## config.mk

```make
export PLATFORM = sky130hd
export DESIGN_NAME = crtb_mem
export DESIGN_NICKNAME = d
export VERILOG_FILES = /design/src/hw/rtl/crtb_pkg.sv /design/src/hw/rtl/crtb_mem.sv
export SDC_FILE = /design/constraint.sdc
export NUM_CORES = 2
export LEC_CHECK = 0
export ABC_AREA = 1
export ABC_CLOCK_PERIOD_IN_PS = 11920
export BUFFER_PORTS_ARGS = -buffer_cell sky130_fd_sc_hd__buf_2
export CORE_AREA = 8 8 586 732
export DETAILED_ROUTE_END_ITERATION = 12
export DIE_AREA = 0 0 594 740
export HOLD_SLACK_MARGIN = 0.08
export PLACE_DENSITY = 0.56
export SLEW_MARGIN = 30
export SYNTH_ARGS = -nofsm -noshare
export SYNTH_HDL_FRONTEND = slang
export SYNTH_SLANG_ARGS = --single-unit
```

## constraint.sdc

```tcl
create_clock -name clk -period 11.92 [get_ports clk]
set_input_delay 3.576 -clock clk [delete_from_list [all_inputs] [get_ports clk]]
set_output_delay 3.576 -clock clk [all_outputs]
set_load 0.05 [all_outputs]
```

## src/hw/rtl/crtb_pkg.sv

```systemverilog
// Shared types and codes for the completion ring with take by id.
// No dependencies; imported by every module of the block.
`timescale 1ns / 1ps
`default_nettype none

package crtb_pkg;

	localparam int CFG_W         = 7;
	localparam int RING_SIZE_RST = 64;

	typedef enum logic [1:0] {
		CMD_PUSH     = 2'd0,
		CMD_TAKE_ID  = 2'd1,
		CMD_TAKE_OLD = 2'd2
	} crtb_cmd_t;

	typedef enum logic [1:0] {
		RC_OK   = 2'd0,
		RC_MISS = 2'd1,
		RC_FULL = 2'd2
	} crtb_code_t;

	typedef enum logic [2:0] {
		ST_IDLE,
		ST_OLD,
		ST_SCAN,
		ST_SWAP,
		ST_DONE
	} crtb_state_t;

	// stored entry: status in the top 16 bits, handle in the middle, id at the bottom
	typedef struct packed {
		logic [15:0] status;
		logic [31:0] handle;
		logic [15:0] id;
	} crtb_entry_t;

	typedef struct packed {
		logic        valid;
		logic        found;
		crtb_entry_t entry;
		crtb_code_t  code;
	} crtb_res_t;

endpackage

`default_nettype wire

```

## src/hw/rtl/crtb_mem.sv

```systemverilog
// Entry store: one write port, one read port, registered read data.
// Depends on crtb_pkg for the entry type.
`timescale 1ns / 1ps
`default_nettype none

module crtb_mem
	import crtb_pkg::*;
#(
	parameter int DEPTH = 64,
	localparam int AW = $clog2(DEPTH)
) (
	input  wire logic        clk,
	input  wire logic        wr_en,
	input  wire logic [AW-1:0] wr_addr,
	input  wire crtb_entry_t wr_data,
	input  wire logic        rd_en,
	input  wire logic [AW-1:0] rd_addr,
	output crtb_entry_t      rd_data
);

	crtb_entry_t mem [DEPTH];

	always_ff @(posedge clk) begin
		if (wr_en) begin
			mem[wr_addr] <= wr_data;
		end
	end

	always_ff @(posedge clk) begin
		if (rd_en) begin
			rd_data <= mem[rd_addr];
		end
	end

endmodule

`default_nettype wire

```

==> run summary <==
Outcome: finished, final reports clean
Via/cell ratio: 5.70
Final instance area: 185000 um2
CP max FO: 144
Peak Freq: 0.154 GHz
Simple-Gate Fraction of Synth Area: 0.218
Place WS: 4580 ps
Iteration-0 DRC Markers: 12934
CTS tree: yes
RSZ-0062 raised after global routing: no
Hold Violations, Final: 0
Non-Filler Instances: 19132
CP Class: in2reg
Syn Nets: 13484
Core box area: 418000 um2
First-pass GRT wire length: 769 mm
Initial core utilization: 0.397
FILL cells: 37536
Dpl cell area: 172000 um2
Die height: 740 um
Register area share after synthesis: 0.753
Clk slew on worst S/H paths: 60 ps
Clk_lat worst skew: 940 ps
Measured slew at the worst slew-check pin: 1080 ps
Gp weighted congestion: 0.775
Largest family of logic cells by synthesized area: simple AND/OR/NAND/NOR gates
Routed len/inst: 28.5 um
Crit. End Element: flop
Number of setup buffers added after CTS: 0
Placed cells: 18409
Num rows: 266
Synthesis-to-layout area growth: 11.3%
Setup WS post-layout: 5430 ps
All-layer global routing usage: 0.238
Complex-gate fraction of the synthesized area: 0
Wirelength, routed: 545 mm
Die Width: 594 um
Final nets: 13390
Yosys warning total: 0
Fin util: 0.442
Synthesized flop and latch total: 4160
Post-Synth Adder-Cell Area: 0
Gate Count Post-Synth: 13405
Cell Pwr Density: 165 nW/um2
Tcrit/Tclk final: 0.544
Htree depth: 5
Max Slew Vio Count: 0
Syn Area/Cell: 12.4 um2
Post-synthesis xor/xnor area fraction: 0
Layout cells sized above 1: 0.0745
Sink Count: 4160
# setup viols final: 0
Grt ovf: 0
Worst Path Arrival: 7250 ps
FF-to-FF path depth: 8
Pre-antenna DRT Iters: 10
DRT antenna net count: 0
Hold WC Path Type: reg2reg
Area used by multi-input combinational logic: 36600 um2
Yosys cell types: 15
Post-synthesis mux area share: 0
PostCTS Resize Cnt: 0
Clock Skew: 53.5 ps
Clk root buf: clkbuf_16
Fin Setup TNS: 0 ps
DRC viols: 0
Startpoint Class: input pin
Worst rel slew slack: 0.279
DP HPWL: 265 mm
Largest net degree at the start of global routing: 178
Clock tree buffer depth: 4
Pwr Total: 30.6 mW
Die area: 440000 um2
MaxCap Viol Count: 0
Peak supply drop: 0.123 mV
CTS buffer count: 393
Commonest non-fill, non-tap cells in the layout: nand2_1 (4416), edfxtp_1 (4160), nand3_1 (3847)
Min cycle time layout: 6490 ps
Number of global-route vias before repair: 102498
PortBufs: 142
Mapped Area: 166000 um2
Commonest non-fill, non-tap cell in the layout: nand2_1
Ports: 143
Post-CTS Hold Fix Bufs: 0
Hold Path Cell Cnt: 8
Worst EP required: 12680 ps
FF+latch area: 125000 um2
Initial antenna violation count: 41
Via count: 109063
Leakage power: 63.9 nW
Min Hold Slack: 850 ps
==> synthesized netlist by cell type (all sizes together) <==
library cell  count  area share
nand4             9     0.00034
clkbuf          147      0.0033
inv              12     0.00030
buf             750       0.026
nand3          3847        0.12
edfxtp         4160        0.75
nand2          4416        0.10
nor2             56      0.0013
nor4              8     0.00030
==> state kept, by name (all words and copies together) (netlist names) <==
signal and cells:
mem 4096, rd_data 64
==> path summary, 6_finish.rpt <==
check,from,endpoint,slack (ps)
min,mem[12][12]$_DFFE_PP_,rd_data[12]$_DFFE_PP_,850
max reg2reg,mem[46][45]$_DFFE_PP_,rd_data[45]$_DFFE_PP_,10130
min reg2reg,mem[12][12]$_DFFE_PP_,rd_data[12]$_DFFE_PP_,850
max,rd_addr[0],rd_data[47]$_DFFE_PP_,5430
==> kinds of logic (layout without fill, tap and decap cells) <==
family | count (synthesis) | in the layout
DFF | 4160 | 4160
buffers and inverters | 909 | 1128
other | 0 | 14
and+or+nand+nor | 8336 | 8336
==> per-layer routing <==
| metal | vias to the layer above | routed length, um | track usage | part of all wire |
|---|---|---|---|---|
| met2 | 5105 | 258000 | 0.393 | 0.47 |
| met4 | 16 | 20100 | 0.0804 | 0.037 |
| met3 | 931 | 45000 | 0.0356 | 0.083 |
| met1 | 55330 | 222000 | 0.324 | 0.41 |
| met5 | - | 97 | 0 | 0.00018 |
| li1 | 47681 | - | - | - |
==> area by class of cell <==
type                            count  share of cell area
Antenna cell                       14            0.000190
Clock buffer                      479              0.0561
Clock inverter                    229              0.0115
Inverter                           12            0.000569
Multi-Input combinational cell   8336               0.198
Sequential cell                  4160               0.676
Tap cell                         5494              0.0372
Timing Repair Buffer              408              0.0200
==> power breakdown <==
| group | switching, mW | leakage [nW] | internal, mW |
|---|---|---|---|
| clock network | 5.45 | 6.11 | 7.04 |
| logic | 1.39 | 20.3 | 0.413 |
| registers | 0.0620 | 37.5 | 16.2 |
==> critical path: stages <==
cell and delay [ps]:
buf_12 310, buf_4 720, buf_12 410, buf_4 740, nand2_1 120, nand3_1 130
nand3_1 130, nand3_1 130, nand3_1 140, nand2_1 180, nand2_1 70, nand2_1 60
Power figures use the tool's default switching activity.
