### src/hw/rtl/crtb_pkg.sv
// Shared types and codes for the completion ring with take by id.
// No dependencies; imported by every module of the block.
`timescale 1ns / 1ps
`default_nettype none

package crtb_pkg;

	localparam int CFG_W         = 7;
	localparam int RING_SIZE_RST = 64;

	typedef enum logic [1:0] {
		CMD_PUSH     = 2'd0,
		CMD_TAKE_ID  = 2'd1,
		CMD_TAKE_OLD = 2'd2
	} crtb_cmd_t;

	typedef enum logic [1:0] {
		RC_OK   = 2'd0,
		RC_MISS = 2'd1,
		RC_FULL = 2'd2
	} crtb_code_t;

	typedef enum logic [2:0] {
		ST_IDLE,
		ST_OLD,
		ST_SCAN,
		ST_SWAP,
		ST_DONE
	} crtb_state_t;

	// stored entry: status in the top 16 bits, handle in the middle, id at the bottom
	typedef struct packed {
		logic [15:0] status;
		logic [31:0] handle;
		logic [15:0] id;
	} crtb_entry_t;

	typedef struct packed {
		logic        valid;
		logic        found;
		crtb_entry_t entry;
		crtb_code_t  code;
	} crtb_res_t;

endpackage

`default_nettype wire

### src/hw/rtl/crtb_ctrl.sv
// Command sequencer: head/tail/count, id scan over the entry store, swap-remove.
// Depends on crtb_pkg; drives the ports of crtb_mem.
`timescale 1ns / 1ps
`default_nettype none

module crtb_ctrl
	import crtb_pkg::*;
#(
	parameter int RING_DEPTH = 64,
	localparam int IW = $clog2(RING_DEPTH),
	localparam int CW = $clog2(RING_DEPTH + 1)
) (
	input  wire logic             clk,
	input  wire logic             arst_n,
	input  wire logic             cfg_wr_en,
	input  wire logic [CFG_W-1:0] cfg_wr_data,
	input  wire logic             req_valid,
	output logic                  req_stall,
	input  wire logic [1:0]       cmd,
	input  wire crtb_entry_t      req_entry,
	output crtb_res_t             res,
	input  wire logic             res_take,
	output logic                  mem_wr_en,
	output logic [IW-1:0]         mem_wr_addr,
	output crtb_entry_t           mem_wr_data,
	output logic                  mem_rd_en,
	output logic [IW-1:0]         mem_rd_addr,
	input  wire crtb_entry_t      mem_rd_data
);

	localparam int SW       = (CW > CFG_W) ? CW : CFG_W;
	localparam int SIZE_RST = (RING_DEPTH < RING_SIZE_RST) ? RING_DEPTH : RING_SIZE_RST;

	crtb_state_t state_q, state_nxt;

	logic [IW-1:0] head_q, tail_q, ptr_q;
	logic [CW-1:0] count_q, size_q, left_q;
	logic          pend_s1;
	logic [IW-1:0] pend_addr_s1;
	logic [IW-1:0] hit_addr_q;
	logic [15:0]   id_q;
	logic          res_found_q;
	crtb_entry_t   res_entry_q;
	crtb_code_t    res_code_q;

	logic          acc;
	logic          hit;
	logic          hit_at_head;
	logic          has_room;
	logic          is_empty;
	logic [SW-1:0] cfg_ext;
	logic [CW-1:0] cfg_size;

	function automatic logic [IW-1:0] nxt_idx(input logic [IW-1:0] i, input logic [CW-1:0] s);
		logic [CW-1:0] inc;
		begin
			inc = CW'(i) + CW'(1);
			return (inc == s) ? '0 : inc[IW-1:0];
		end
	endfunction

	assign acc         = req_valid && !req_stall;
	assign hit         = (state_q == ST_SCAN) && pend_s1 && (mem_rd_data.id == id_q);
	assign hit_at_head = (pend_addr_s1 == head_q);
	assign has_room    = (count_q < size_q);
	assign is_empty    = (count_q == '0);

	// saturate the written size to 1..RING_DEPTH
	assign cfg_ext = SW'(cfg_wr_data);
	always_comb begin
		if (cfg_ext == '0) begin
			cfg_size = CW'(1);
		end else if (cfg_ext > SW'(RING_DEPTH)) begin
			cfg_size = CW'(RING_DEPTH);
		end else begin
			cfg_size = cfg_ext[CW-1:0];
		end
	end

	// next state
	always_comb begin
		state_nxt = state_q;
		case (state_q)
			ST_IDLE: begin
				if (acc) begin
					case (cmd)
						CMD_TAKE_ID:  state_nxt = is_empty ? ST_DONE : ST_SCAN;
						CMD_TAKE_OLD: state_nxt = is_empty ? ST_DONE : ST_OLD;
						default:      state_nxt = ST_DONE;
					endcase
				end
			end
			ST_OLD:  state_nxt = ST_DONE;
			ST_SCAN: begin
				if (hit) begin
					state_nxt = hit_at_head ? ST_DONE : ST_SWAP;
				end else if (left_q == '0 && !pend_s1) begin
					state_nxt = ST_DONE;
				end
			end
			ST_SWAP: state_nxt = ST_DONE;
			ST_DONE: begin
				if (res_take) begin
					state_nxt = ST_IDLE;
				end
			end
			default: state_nxt = ST_IDLE;
		endcase
	end

	// outputs and memory control
	always_comb begin
		req_stall   = (state_q != ST_IDLE);
		mem_wr_en   = 1'b0;
		mem_wr_addr = tail_q;
		mem_wr_data = req_entry;
		mem_rd_en   = 1'b0;
		mem_rd_addr = head_q;
		res.valid   = (state_q == ST_DONE);
		res.found   = res_found_q;
		res.entry   = res_entry_q;
		res.code    = res_code_q;
		case (state_q)
			ST_IDLE: begin
				if (acc && cmd == CMD_PUSH && has_room) begin
					mem_wr_en = 1'b1;
				end
				if (acc && cmd == CMD_TAKE_OLD && !is_empty) begin
					mem_rd_en = 1'b1;
				end
			end
			ST_SCAN: begin
				if (hit) begin
					// fetch the head word to fill the hole
					mem_rd_en = !hit_at_head;
				end else if (left_q != '0) begin
					mem_rd_en   = 1'b1;
					mem_rd_addr = ptr_q;
				end
			end
			ST_SWAP: begin
				mem_wr_en   = 1'b1;
				mem_wr_addr = hit_addr_q;
				mem_wr_data = mem_rd_data;
			end
			default: begin
			end
		endcase
	end

	always_ff @(posedge clk or negedge arst_n) begin
		if (!arst_n) begin
			state_q <= ST_IDLE;
			head_q  <= '0;
			tail_q  <= '0;
			count_q <= '0;
			size_q  <= CW'(SIZE_RST);
			ptr_q   <= '0;
			left_q  <= '0;
			pend_s1 <= 1'b0;
		end else begin
			state_q <= state_nxt;
			if (cfg_wr_en) begin
				size_q  <= cfg_size;
				head_q  <= '0;
				tail_q  <= '0;
				count_q <= '0;
			end else begin
				case (state_q)
					ST_IDLE: begin
						if (acc && cmd == CMD_PUSH && has_room) begin
							tail_q  <= nxt_idx(tail_q, size_q);
							count_q <= count_q + CW'(1);
						end
						ptr_q   <= head_q;
						left_q  <= count_q;
						pend_s1 <= 1'b0;
					end
					ST_OLD: begin
						head_q  <= nxt_idx(head_q, size_q);
						count_q <= count_q - CW'(1);
					end
					ST_SCAN: begin
						if (hit) begin
							pend_s1 <= 1'b0;
							if (hit_at_head) begin
								head_q  <= nxt_idx(head_q, size_q);
								count_q <= count_q - CW'(1);
							end
						end else if (left_q != '0) begin
							pend_s1 <= 1'b1;
							ptr_q   <= nxt_idx(ptr_q, size_q);
							left_q  <= left_q - CW'(1);
						end else begin
							pend_s1 <= 1'b0;
						end
					end
					ST_SWAP: begin
						head_q  <= nxt_idx(head_q, size_q);
						count_q <= count_q - CW'(1);
					end
					default: begin
					end
				endcase
			end
		end
	end

	// payload registers
	always_ff @(posedge clk) begin
		case (state_q)
			ST_IDLE: begin
				id_q        <= req_entry.id;
				res_found_q <= 1'b0;
				res_entry_q <= '0;
				if (cmd == CMD_PUSH) begin
					res_code_q <= has_room ? RC_OK : RC_FULL;
				end else begin
					res_code_q <= RC_MISS;
				end
			end
			ST_OLD: begin
				res_found_q <= 1'b1;
				res_entry_q <= mem_rd_data;
				res_code_q  <= RC_OK;
			end
			ST_SCAN: begin
				pend_addr_s1 <= ptr_q;
				if (hit) begin
					hit_addr_q  <= pend_addr_s1;
					res_found_q <= 1'b1;
					res_entry_q <= mem_rd_data;
					res_code_q  <= RC_OK;
				end
			end
			default: begin
			end
		endcase
	end

	a_count_bound: assert property (@(posedge clk) disable iff (!arst_n)
		count_q <= size_q)
		else $error("entry count above ring size");

	a_index_bound: assert property (@(posedge clk) disable iff (!arst_n)
		(CW'(head_q) < size_q) && (CW'(tail_q) < size_q))
		else $error("head or tail outside the active ring");

	a_accept_leaves_idle: assert property (@(posedge clk) disable iff (!arst_n)
		acc && !cfg_wr_en |=> state_q != ST_IDLE)
		else $error("accepted word left no trace in the sequencer");

	a_found_is_ok: assert property (@(posedge clk) disable iff (!arst_n)
		res.valid && res.found |-> res.code == RC_OK)
		else $error("found result with a failure code");

	a_scan_no_write: assert property (@(posedge clk) disable iff (!arst_n)
		state_q == ST_SCAN |-> !mem_wr_en)
		else $error("store written during an id scan");

endmodule

`default_nettype wire

### config.mk
export PLATFORM = sky130hd
export DESIGN_NAME = crtb_ctrl
export DESIGN_NICKNAME = d
export VERILOG_FILES = /design/src/hw/rtl/crtb_pkg.sv /design/src/hw/rtl/crtb_ctrl.sv
export SDC_FILE = /design/constraint.sdc
export NUM_CORES = 1
export LEC_CHECK = 0
export ABC_AREA = 0
export BUFFER_PORTS_ARGS = -buffer_cell sky130_fd_sc_hd__buf_2
export CORE_MARGIN = 3
export CORE_UTILIZATION = 31
export CTS_CLUSTER_SIZE = 40
export DETAILED_ROUTE_END_ITERATION = 6
export SETUP_SLACK_MARGIN = 0.1
export SYNTH_ARGS = -nofsm -noshare
export SYNTH_HDL_FRONTEND = slang
export SYNTH_SLANG_ARGS = --single-unit
### constraint.sdc
create_clock -name clk -period 8 [get_ports clk]
set_input_delay 0.4 -clock clk [delete_from_list [all_inputs] [get_ports clk]]
set_output_delay 0.4 -clock clk [all_outputs]
set_load 0.02 [all_outputs]
==> results of run 1 <==
[layout make-up]
cell class	instances	area, um2
Clock buffer	18	429
Fill cell	2381	14400
Sequential cell	138	3930
Tap cell	324	405
Inverter	24	90.1
Timing Repair Buffer	292	1470
Clock inverter	14	160
Multi-Input combinational cell	468	3630
[layer usage]
layer	part of all wire (%)	track usage [%]	vias to the layer above
li1	-	-	2980
met1	41	21.2	2920
met2	52	31.0	221
met3	5.8	3.39	14
met4	1.4	4.54	0
met5	0	0	-
[cell usage after synthesis (4+ instances only)]
| cell | count | area (um2) |
|---|---|---|
| a221o_1 | 4 | 40.0 |
| and3_1 | 6 | 37.5 |
| nand2_1 | 29 | 109 |
| nor4_1 | 6 | 37.5 |
| nand4_1 | 10 | 62.6 |
| ha_1 | 19 | 238 |
| buf_4 | 8 | 60.1 |
| clkbuf_1 | 19 | 71.3 |
| dfrtp_1 | 42 | 1050 |
| o31ai_1 | 8 | 60.1 |
| nand3_1 | 17 | 85.1 |
| nor2_1 | 34 | 128 |
| o21ai_0 | 19 | 95.1 |
| xnor2_1 | 22 | 193 |
| xor2_1 | 30 | 263 |
| buf_2 | 4 | 20.0 |
| nor2b_1 | 5 | 31.3 |
| a211oi_1 | 4 | 30.0 |
| nor3_1 | 14 | 70.1 |
| a22oi_1 | 8 | 60.1 |
| mux2_2 | 80 | 901 |
| a31oi_1 | 4 | 25.0 |
| nand2b_1 | 4 | 25.0 |
| a21oi_1 | 16 | 80.1 |
| edfxtp_1 | 95 | 2850 |
| inv_1 | 23 | 86.3 |
| and2_1 | 66 | 413 |
| o22ai_1 | 6 | 37.5 |
| or2_2 | 4 | 25.0 |
[report_power, final]
| part | switching, mW | leakage (nW) | total (mW) | internal, mW |
|---|---|---|---|---|
| Combinational | 0.690 | 2.75 | 0.997 | 0.307 |
| Clock | 0.333 | 0.281 | 0.801 | 0.468 |
| Sequential | 0.107 | 1.57 | 1.17 | 1.06 |
[per-stage QoR]
step	hold WS, ps	worst slack, ps	area, um2	instances	utilization [%]
2_1_floorplan	104	2880	7800	665	-
3_3_place_gp	474	4120	9530	1246	38.8
3_5_place_dp	471	4110	9530	1246	38.8
4_1_cts	81.6	3640	10100	1278	41.2
5_1_grt	104	3320	10100	1278	41.2
6_report	69.8	3620	10100	1278	41.2
[worst paths after layout]
| check | to | slack, ps | depth (start not counted) |
|---|---|---|---|
| max in group asynchronous | state_q[1] | 7520 | 2 |
| max reg2reg | left_q[1] | 4060 | 8 |
| min | tail_q[1] | 70 | 2 |
| min reg2reg | hit_addr_q[5] | 480 | 0 |
| max | mem_rd_addr[1] | 3620 | 9 |
| min in group clk | id_q[6] | 180 | 1 |
[kinds of logic (layout without fill, tap and decap cells)]
family / after synthesis / count (layout)
and+or+nand+nor: 213 / 213
DFF: 138 / 138
AOI/OAI and AO/OA: 97 / 97
muxes: 84 / 84
buffers and inverters: 59 / 348
xor gates and xnor gates: 54 / 54
adders and majority gates: 20 / 20
[state kept, by name, summed over array words and instances (netlist names), 7 cells and up]
signal / flops
id_q: 16
count_q: 7
size_q: 7
res: 64
left_q: 7
[cell usage in the layout (no fill, tap or decap), types with 3 or more instances in the layout]
cell type / count
clkinvlp_4: 3
nand2_1: 29
a221o_1: 4
nand2b_1: 4
o211ai_2: 3
a22oi_1: 8
nor3_1: 13
dfrtp_1: 42
o31ai_1: 8
xor2_1: 30
nor2_1: 33
a21oi_1: 15
or2_2: 4
inv_6: 6
a211oi_1: 4
mux2_2: 80
buf_2: 288
nand3b_1: 3
and3_1: 6
buf_4: 4
nor3_2: 3
nor4_1: 6
nor2b_1: 5
mux2i_1: 3
a31oi_1: 4
nand4_1: 10
nand3_1: 16
xnor2_1: 22
clkbuf_16: 17
edfxtp_1: 95
and2_1: 66
o21ai_0: 19
o21a_1: 3
o22ai_1: 6
ha_1: 19
inv_1: 23
==> flow_summary_export.csv, run 1 <==
group,metric,value,unit
outcome,outcome,"finished clean",
layout,nets,1103,
floorplan,core,24500,um2
synth,netlist_instances,665,
routing,ant_nets,0,
clock_network,postCtsHoldBufs,0,
setup_path,worst_ep_required_time,7600,ps
timing,slew_headroom,27.5,%
clock_network,cts_tree,"yes",
setup_path,critPathBufInv,2,
clock_network,cts_resized,0,
global_routing,grt_pass1_wl,35100,um
global_routing,overflow,0,
timing,final.setup_skew,16.0,ps
placed_design,numPortBuffers,288,
synth,synth-compound-area-share,8.90,%
clock_network,htree_num_levels,4,
routing,wl_per_cell,18.9,um
timing,setup-violations-final,0,
setup_path,crit_path_start,"state_q[2]",
setup_path,cp-end-kind,"output port",
routing,drc_errors,0,
floorplan,placementRows,57,
clock_network,clk_path_buf_depth,2,
clock_network,path_clk_slew,60,ps
synth,synthesis.area,7800,um2
routing,drt_iter0_drc,426,
routing,drt-pass1-iter-count,4,
layout,syn2layout_area_growth,29.7,%
setup_path,slowest_delay,700,ps
setup_path,arrival,3980,ps
timing,drv_slew,0,
floorplan,dieArea,27100,um2
synth,synth_simple_gate_area_share,15.4,%
floorplan,die_h,165,um
setup_path,r2r-start,"state_q[2]",
setup_path,critical_path_class,"flop to output port",
synth,synth_fa_ha_area_share,3.30,%
pwr,power_density,293,nW/um2
layout,antenna_cells,0,
setup_path,slowest_stage,"dfrtp_1",
floorplan,io_pins,289,
synth,synth-warning-count,0,
synth,ys.flop_type,"edfxtp_1",
routing,viasPerCell,4.80,
clock_network,cts_setup_buffers,0,
timing,fmaxAchievable,0.228,GHz
timing,max_slew.worst_pin.slew,1080,ps
synth,synth-seq-cells,138,
setup_path,worstSetupStartpointType,"flop",
clock_network,clock-root-buffer,"clkbuf_16",
global_routing,antenna_found_initial,0,
pwr,peakVddDrop,0.000152,V
timing,rsz0062_at_grt,"false",
global_routing,gr-usage-all-layers,17.3,%
layout,layout-drive-gt1-share,44.8,%
run,cap_violations,0,
placed_design,hpwl,18300,um
timing,fin_tns_setup,0,ps
hold_path,hp-class,"input port to async pin",
global_routing,grt_pass1_vias,5841,
synth,synth_top_family_by_area,"simple AND/OR/NAND/NOR gates",
routing,wl,24100,um
synth,synth_mux_area_share,12.1,%
synth,ys_seq_area_share,50.4,%
synth,synth_edf_count,95,
setup_path,path_max_fanout,20,
routing,vias,6135,
synth,synth_cell_types,69,
clock_network,numCtsBuffers,17,
clock_network,clk_latency,420,ps
placed_design,place_congestion,0.880,
clock_network,cts.sinks,138,
global_routing,grt_max_degree,72,
synth,yosys.area_share.xor_xnor,6.42,%
synth,avgSynthCellArea,11.7,um2
pwr,power_leakage,4.60,nW
setup_path,worstPathCellList,"nor2_1, nand2_1, inv_1, and4_1, nand2_1, nor2_1, nor3_2, mux2_2, buf_2",
floorplan,die-width,165,um
setup_path,critPathTopFamily,"simple AND/OR/NAND/NOR gates",
timing,period_needed,4380,ps
floorplan,start_util,31.8,%
timing,timing.final.crit_share,54.8,%
synth,async_flop_share,31.2,%
pwr,power,2.96,mW
synth,synthesis.nets,827,
timing,hold_viol_final,0,
Note: power is estimated with default switching activity, not from simulation.
==> inputs of run 2 (changes only) <==
- clock period: 8 -> 4.1 ns (I/O delays scaled with it)
==> flow_summary_export.csv, run 2 (synthesized netlist as in run 1, its figures left out) <==
group,metric,value,unit
outcome,outcome,"finished clean",
routing,viasPerCell,4.86,
timing,final.setup_skew,12.1,ps
global_routing,grt_max_degree,72,
layout,layout_commonest_cell,"buf_2",
clock_network,path_clk_slew,60,ps
clock_network,clk_path_buf_depth,2,
routing,wl,24300,um
clock_network,cts_tree,"yes",
setup_path,reg2reg_to,"count_q[6]",
global_routing,antenna_found_initial,1,
layout,final_cell_mix,"buf_2 (288), edfxtp_1 (95), mux2_2 (80)",
timing,slew_headroom,30.0,%
setup_path,crit_path_start,"state_q[2]",
placed_design,numPortBuffers,288,
clock_network,cts.sinks,138,
floorplan,io_pins,289,
clock_network,numCtsBuffers,17,
placed_design,place_area,9580,um2
hold_path,hp-class,"input port to flop",
layout,largest_reg_flops,64,
setup_path,worst_ep_required_time,3890,ps
placed_design,hpwl,18300,um
timing,drv_slew,0,
layout,syn2layout_area_growth,31.6,%
setup_path,worstSetupStartpointType,"flop",
clock_network,htree_num_levels,4,
global_routing,gr-usage-all-layers,17.3,%
setup_path,arrival,3180,ps
timing,setup-violations-final,0,
floorplan,die-width,165,um
timing,fmaxAchievable,0.295,GHz
run,cap_violations,0,
routing,drt-pass1-iter-count,5,
timing,rsz0062_at_grt,"false",
setup_path,r2r-start,"state_q[1]",
setup_path,critPathTopFamily,"simple AND/OR/NAND/NOR gates",
timing,fin_tns_setup,0,ps
layout,multi_input_area,3630,um2
timing,timing.final.crit_share,82.6,%
layout,register_area,3930,um2
layout,stdcell_count,1298,
hold_path,min_path_cells,1,
layout,fin_area,10300,um2
pwr,peakVddDrop,0.000254,V
setup_path,reg2reg_depth,10,
routing,drt_iter0_drc,449,
timing,max_slew.worst_pin.slew,1050,ps
placed_design,place_congestion,0.856,
floorplan,core,24500,um2
routing,vias,6303,
setup_path,path_max_fanout,20,
layout,layout-drive-gt1-share,44.0,%
clock_network,clock-root-buffer,"clkbuf_16",
routing,ant_nets,0,
setup_path,worstPathCellList,"nor2_1, nand2_1, buf_4, inv_1, and4_1, nand2_1, nor2_1, nor3_2, mux2_2, buf_2",
pwr,power_leakage,4.65,nW
layout,nets,1122,
clock_network,cts_setup_buffers,0,
global_routing,overflow,0,
global_routing,grt_pass1_vias,6124,
setup_path,cp-end-kind,"output port",
timing,hold_viol_final,0,
routing,drc_errors,0,
floorplan,start_util,31.8,%
setup_path,critical_path_class,"flop to output port",
routing,wl_per_cell,18.7,um
setup_path,slowest_stage,"dfrtp_1",
global_routing,grt_pass1_wl,35400,um
setup_path,slowest_delay,720,ps
floorplan,placementRows,57,
setup_path,cp_num_cells,10,
timing,period_needed,3380,ps
pwr,power_density,552,nW/um2
clock_network,clk_latency,420,ps
pwr,power,5.67,mW
layout,fillers,2375,
setup_path,endpoint,"mem_rd_addr[1]",
floorplan,dieArea,27100,um2
floorplan,die_h,165,um
placed_design,dpl.cell_count,1249,
setup_path,critPathBufInv,3,
setup_path,ff2ff_setup_slack,1200,ps
-- run 2: per-layer routing --
layer	up-vias	GRT usage (%)	share of wire (%)
li1	3017	-	-
met2	203	32.2	53
met5	-	0	0
met1	3061	20.2	40
met3	22	3.49	5.2
met4	0	4.73	1.7
-- run 2: area by class of cell --
cell class	instances	area share, %
Inverter	24	0.877
Clock buffer	18	4.18
Sequential cell	138	38.3
Antenna cell	1	0.0244
Multi-Input combinational cell	468	35.4
Clock inverter	14	0.975
Tap cell	324	3.95
Timing Repair Buffer	311	16.4
-- run 2: power breakdown --
| group | internal, mW | leakage, nW | switching, mW | total (mW) |
|---|---|---|---|---|
| Sequential | 2.06 | 1.57 | 0.202 | 2.26 |
| Clock | 0.774 | 0.242 | 0.626 | 1.40 |
| Combinational | 0.652 | 2.84 | 1.36 | 2.01 |
| Total | 3.48 | 4.65 | 2.18 | 5.67 |
-- run 2: stage by stage --
step | utilization (%) | hold slack (ps) | worst slack, ps
final | 41.9 | 37.3 | 715
after global routing | 41.9 | 18.5 | 554
after CTS | 41.8 | 14.6 | 709
after detailed placement | 39.0 | 397 | 1160
after global placement | 39.0 | 396 | 1220
after floorplan | - | -90.6 | 488
-- run 2: worst min-delay path by stage --
stage                       start    endpoint  slack (ps)
global placement     req_entry[4]     id_q[4]         400
CTS                 req_entry[14]    id_q[14]          10
global route        req_entry[14]    id_q[14]          20
finish              req_entry[14]    id_q[14]          40
detailed placement  req_entry[10]    id_q[10]         400
floorplan                  arst_n  count_q[0]         -90
-- run 2: timing repair --
item | CTS | global route
resized for setup | 0 | 0
endpoints found under the hold margin | 33 | 0
hold buffers | 16 | 0
==> inputs of run 3 (changes only) <==
- clock period: 4.1 -> 2.8 ns (I/O delays scaled with it)
==> flow_summary_export.csv, run 3 (synthesized netlist as in run 1, its figures left out) <==
group,metric,value,unit
layout,layout_commonest_cell,"buf_2",
setup_path,worst_ep_required_time,2660,ps
global_routing,grt_pass1_vias,6462,
setup_path,slowest_stage,"nor3_4",
timing,rsz0062_at_grt,"true",
pwr,power_leakage,4.90,nW
routing,drt_iter0_drc,396,
floorplan,die_h,165,um
clock_network,cts.sinks,138,
setup_path,reg2reg_depth,10,
clock_network,clock-root-buffer,"clkbuf_16",
hold_path,hp-class,"input port to flop",
timing,whs,17.7,ps
layout,largest_reg_flops,64,
setup_path,cp_num_cells,9,
layout,stdcell_count,1344,
floorplan,die-width,165,um
pwr,pwr-share-clk,25.1,%
global_routing,overflow,0,
placed_design,dpl.cell_count,1268,
timing,drv_slew,0,
timing,fmaxAchievable,0.381,GHz
setup_path,worstPathCellList,"buf_4, nand2_2, inv_2, and4_1, nand2_2, nor2_4, nor3_4, mux2_4, buf_2",
global_routing,antenna_found_initial,3,
timing,period_needed,2620,ps
outcome,outcome,"finished clean",
routing,drt-pass1-iter-count,4,
hold_path,min_path_cells,2,
pwr,switching_share,38.9,%
pwr,p_sw,3.32,mW
clock_network,path_clk_slew,70,ps
pwr,peakVddDrop,0.000338,V
routing,drc_errors,0,
placed_design,numPortBuffers,288,
setup_path,cpMostUsedCell,"nand2_2",
setup_path,cp-end-kind,"output port",
setup_path,worstSetupStartpointType,"flop",
pwr,pwr-share-seq,38.3,%
layout,register_area,3930,um2
run,cap_violations,0,
timing,max_slew.worst_pin.slew,1030,ps
timing,slew_headroom,31.3,%
clock_network,clk_latency,420,ps
floorplan,core,24500,um2
setup_path,critPathTopFamily,"simple AND/OR/NAND/NOR gates",
routing,route.met2.wl,12900,um
floorplan,dieArea,27100,um2
routing,vias,6588,
pwr,power_density,791,nW/um2
timing,hold_viol_final,0,
pwr,pwr-share-comb,36.6,%
floorplan,placementRows,57,
placed_design,place_congestion,0.859,
layout,multi_input_area,3700,um2
layout,nets,1167,
layout,final_cell_mix,"buf_2 (288), edfxtp_1 (95), mux2_2 (74)",
routing,routed.top_layer,"met5",
global_routing,gr-usage-all-layers,18.2,%
routing,wl_per_cell,18.8,um
timing,timing.final.crit_share,93.7,%
setup_path,critPathBufInv,3,
setup_path,slowest_delay,540,ps
routing,route.met3.wl,1570,um
layout,fillers,2356,
pwr,p_int,5.21,mW
routing,viasPerCell,4.90,
layout,layout-drive-gt1-share,46.0,%
timing,final.setup_skew,13.7,ps
setup_path,path_max_fanout,8,
floorplan,io_pins,289,
clock_network,htree_num_levels,4,
routing,ant_nets,0,
clock_network,clk_path_buf_depth,2,
placed_design,hpwl,18900,um
floorplan,start_util,31.8,%
routing,wl,25300,um
timing,setup-violations-final,0,
setup_path,critical_path_class,"flop to output port",
setup_path,arrival,2480,ps
clock_network,cts_tree,"yes",
layout,syn2layout_area_growth,38.3,%
routing,m1WireLength,9820,um
global_routing,grt_pass1_wl,37300,um
global_routing,grt_max_degree,57,
clock_network,numCtsBuffers,17,
[run 3: power by group through the flow]
stage | sequential, mW | combinational, mW | clock (mW)
6_report | 3.27 | 3.13 | 2.14
5_1_grt | 3.33 | 3.35 | 2.28
4_1_cts | 3.27 | 3.12 | 2.19
3_5_place_dp | 3.31 | 3.05 | 0
3_3_place_gp | 3.29 | 3.04 | 0
2_1_floorplan | 3.92 | 1.17 | 0
[run 3: what timing repair did]
action	4_1_cts	5_1_grt
cloned	0	0
setup buffers	1	5
resized for setup	4	18
pin swaps	1	3
endpoints found under the hold margin	74	0
hold buffers	36	0
setup endpoints to repair	7	8
[run 3: layout make-up]
class / count / area share [%]
well taps: 324 / 3.76
repair buffers: 356 / 19.5
diodes: 2 / 0.0464
clock inverters: 15 / 1.22
clock buffers: 17 / 3.94
multi-input cells: 468 / 34.3
inverters: 24 / 0.835
flip-flops and latches: 138 / 36.4
[run 3: per-stage QoR]
step / utilization [%] / power, mW / setup WS, ps / setup TNS [ps] / area [um2]
5_1_grt: 44.0 / 8.97 / 81.9 / 0 / 10800
4_1_cts: 43.6 / 8.59 / 89.0 / 0 / 10700
6_report: 44.0 / 8.54 / 177 / 0 / 10800
3_5_place_dp: 39.7 / 6.36 / 282 / 0 / 9750
3_3_place_gp: 39.7 / 6.33 / 369 / 0 / 9750
2_1_floorplan: - / 5.10 / -14.6 / -975 / 7820
[run 3: final timing paths]
path	startpoint	endpoint	slack (ps)
min	mem_rd_data[51]	res[53]	20
max reg2reg	state_q[0]	count_q[6]	260
max	state_q[1]	mem_rd_addr[0]	180
min in group asynchronous	arst_n	tail_q[3]	450
max in group asynchronous	arst_n	size_q[4]	1640
min reg2reg	pend_addr_s1[0]	hit_addr_q[0]	470
[run 3: worst register-to-register path, stage by stage (launching register included)]
cell	delay, ps
dfrtp_1	360
nor2_1	70
nor2_1	340
inv_1	150
fa_1	420
nor2b_1	160
o31a_1	160
o22ai_1	100
xnor2_1	150
nor4_2	170
mux2_1	350
[run 3: routing by layer]
| layer | up-vias | track usage (%) |
|---|---|---|
| met5 | - | 0 |
| met3 | 46 | 4.01 |
| met4 | 2 | 8.54 |
| met2 | 254 | 31.8 |
| met1 | 3172 | 21.1 |
| li1 | 3114 | - |
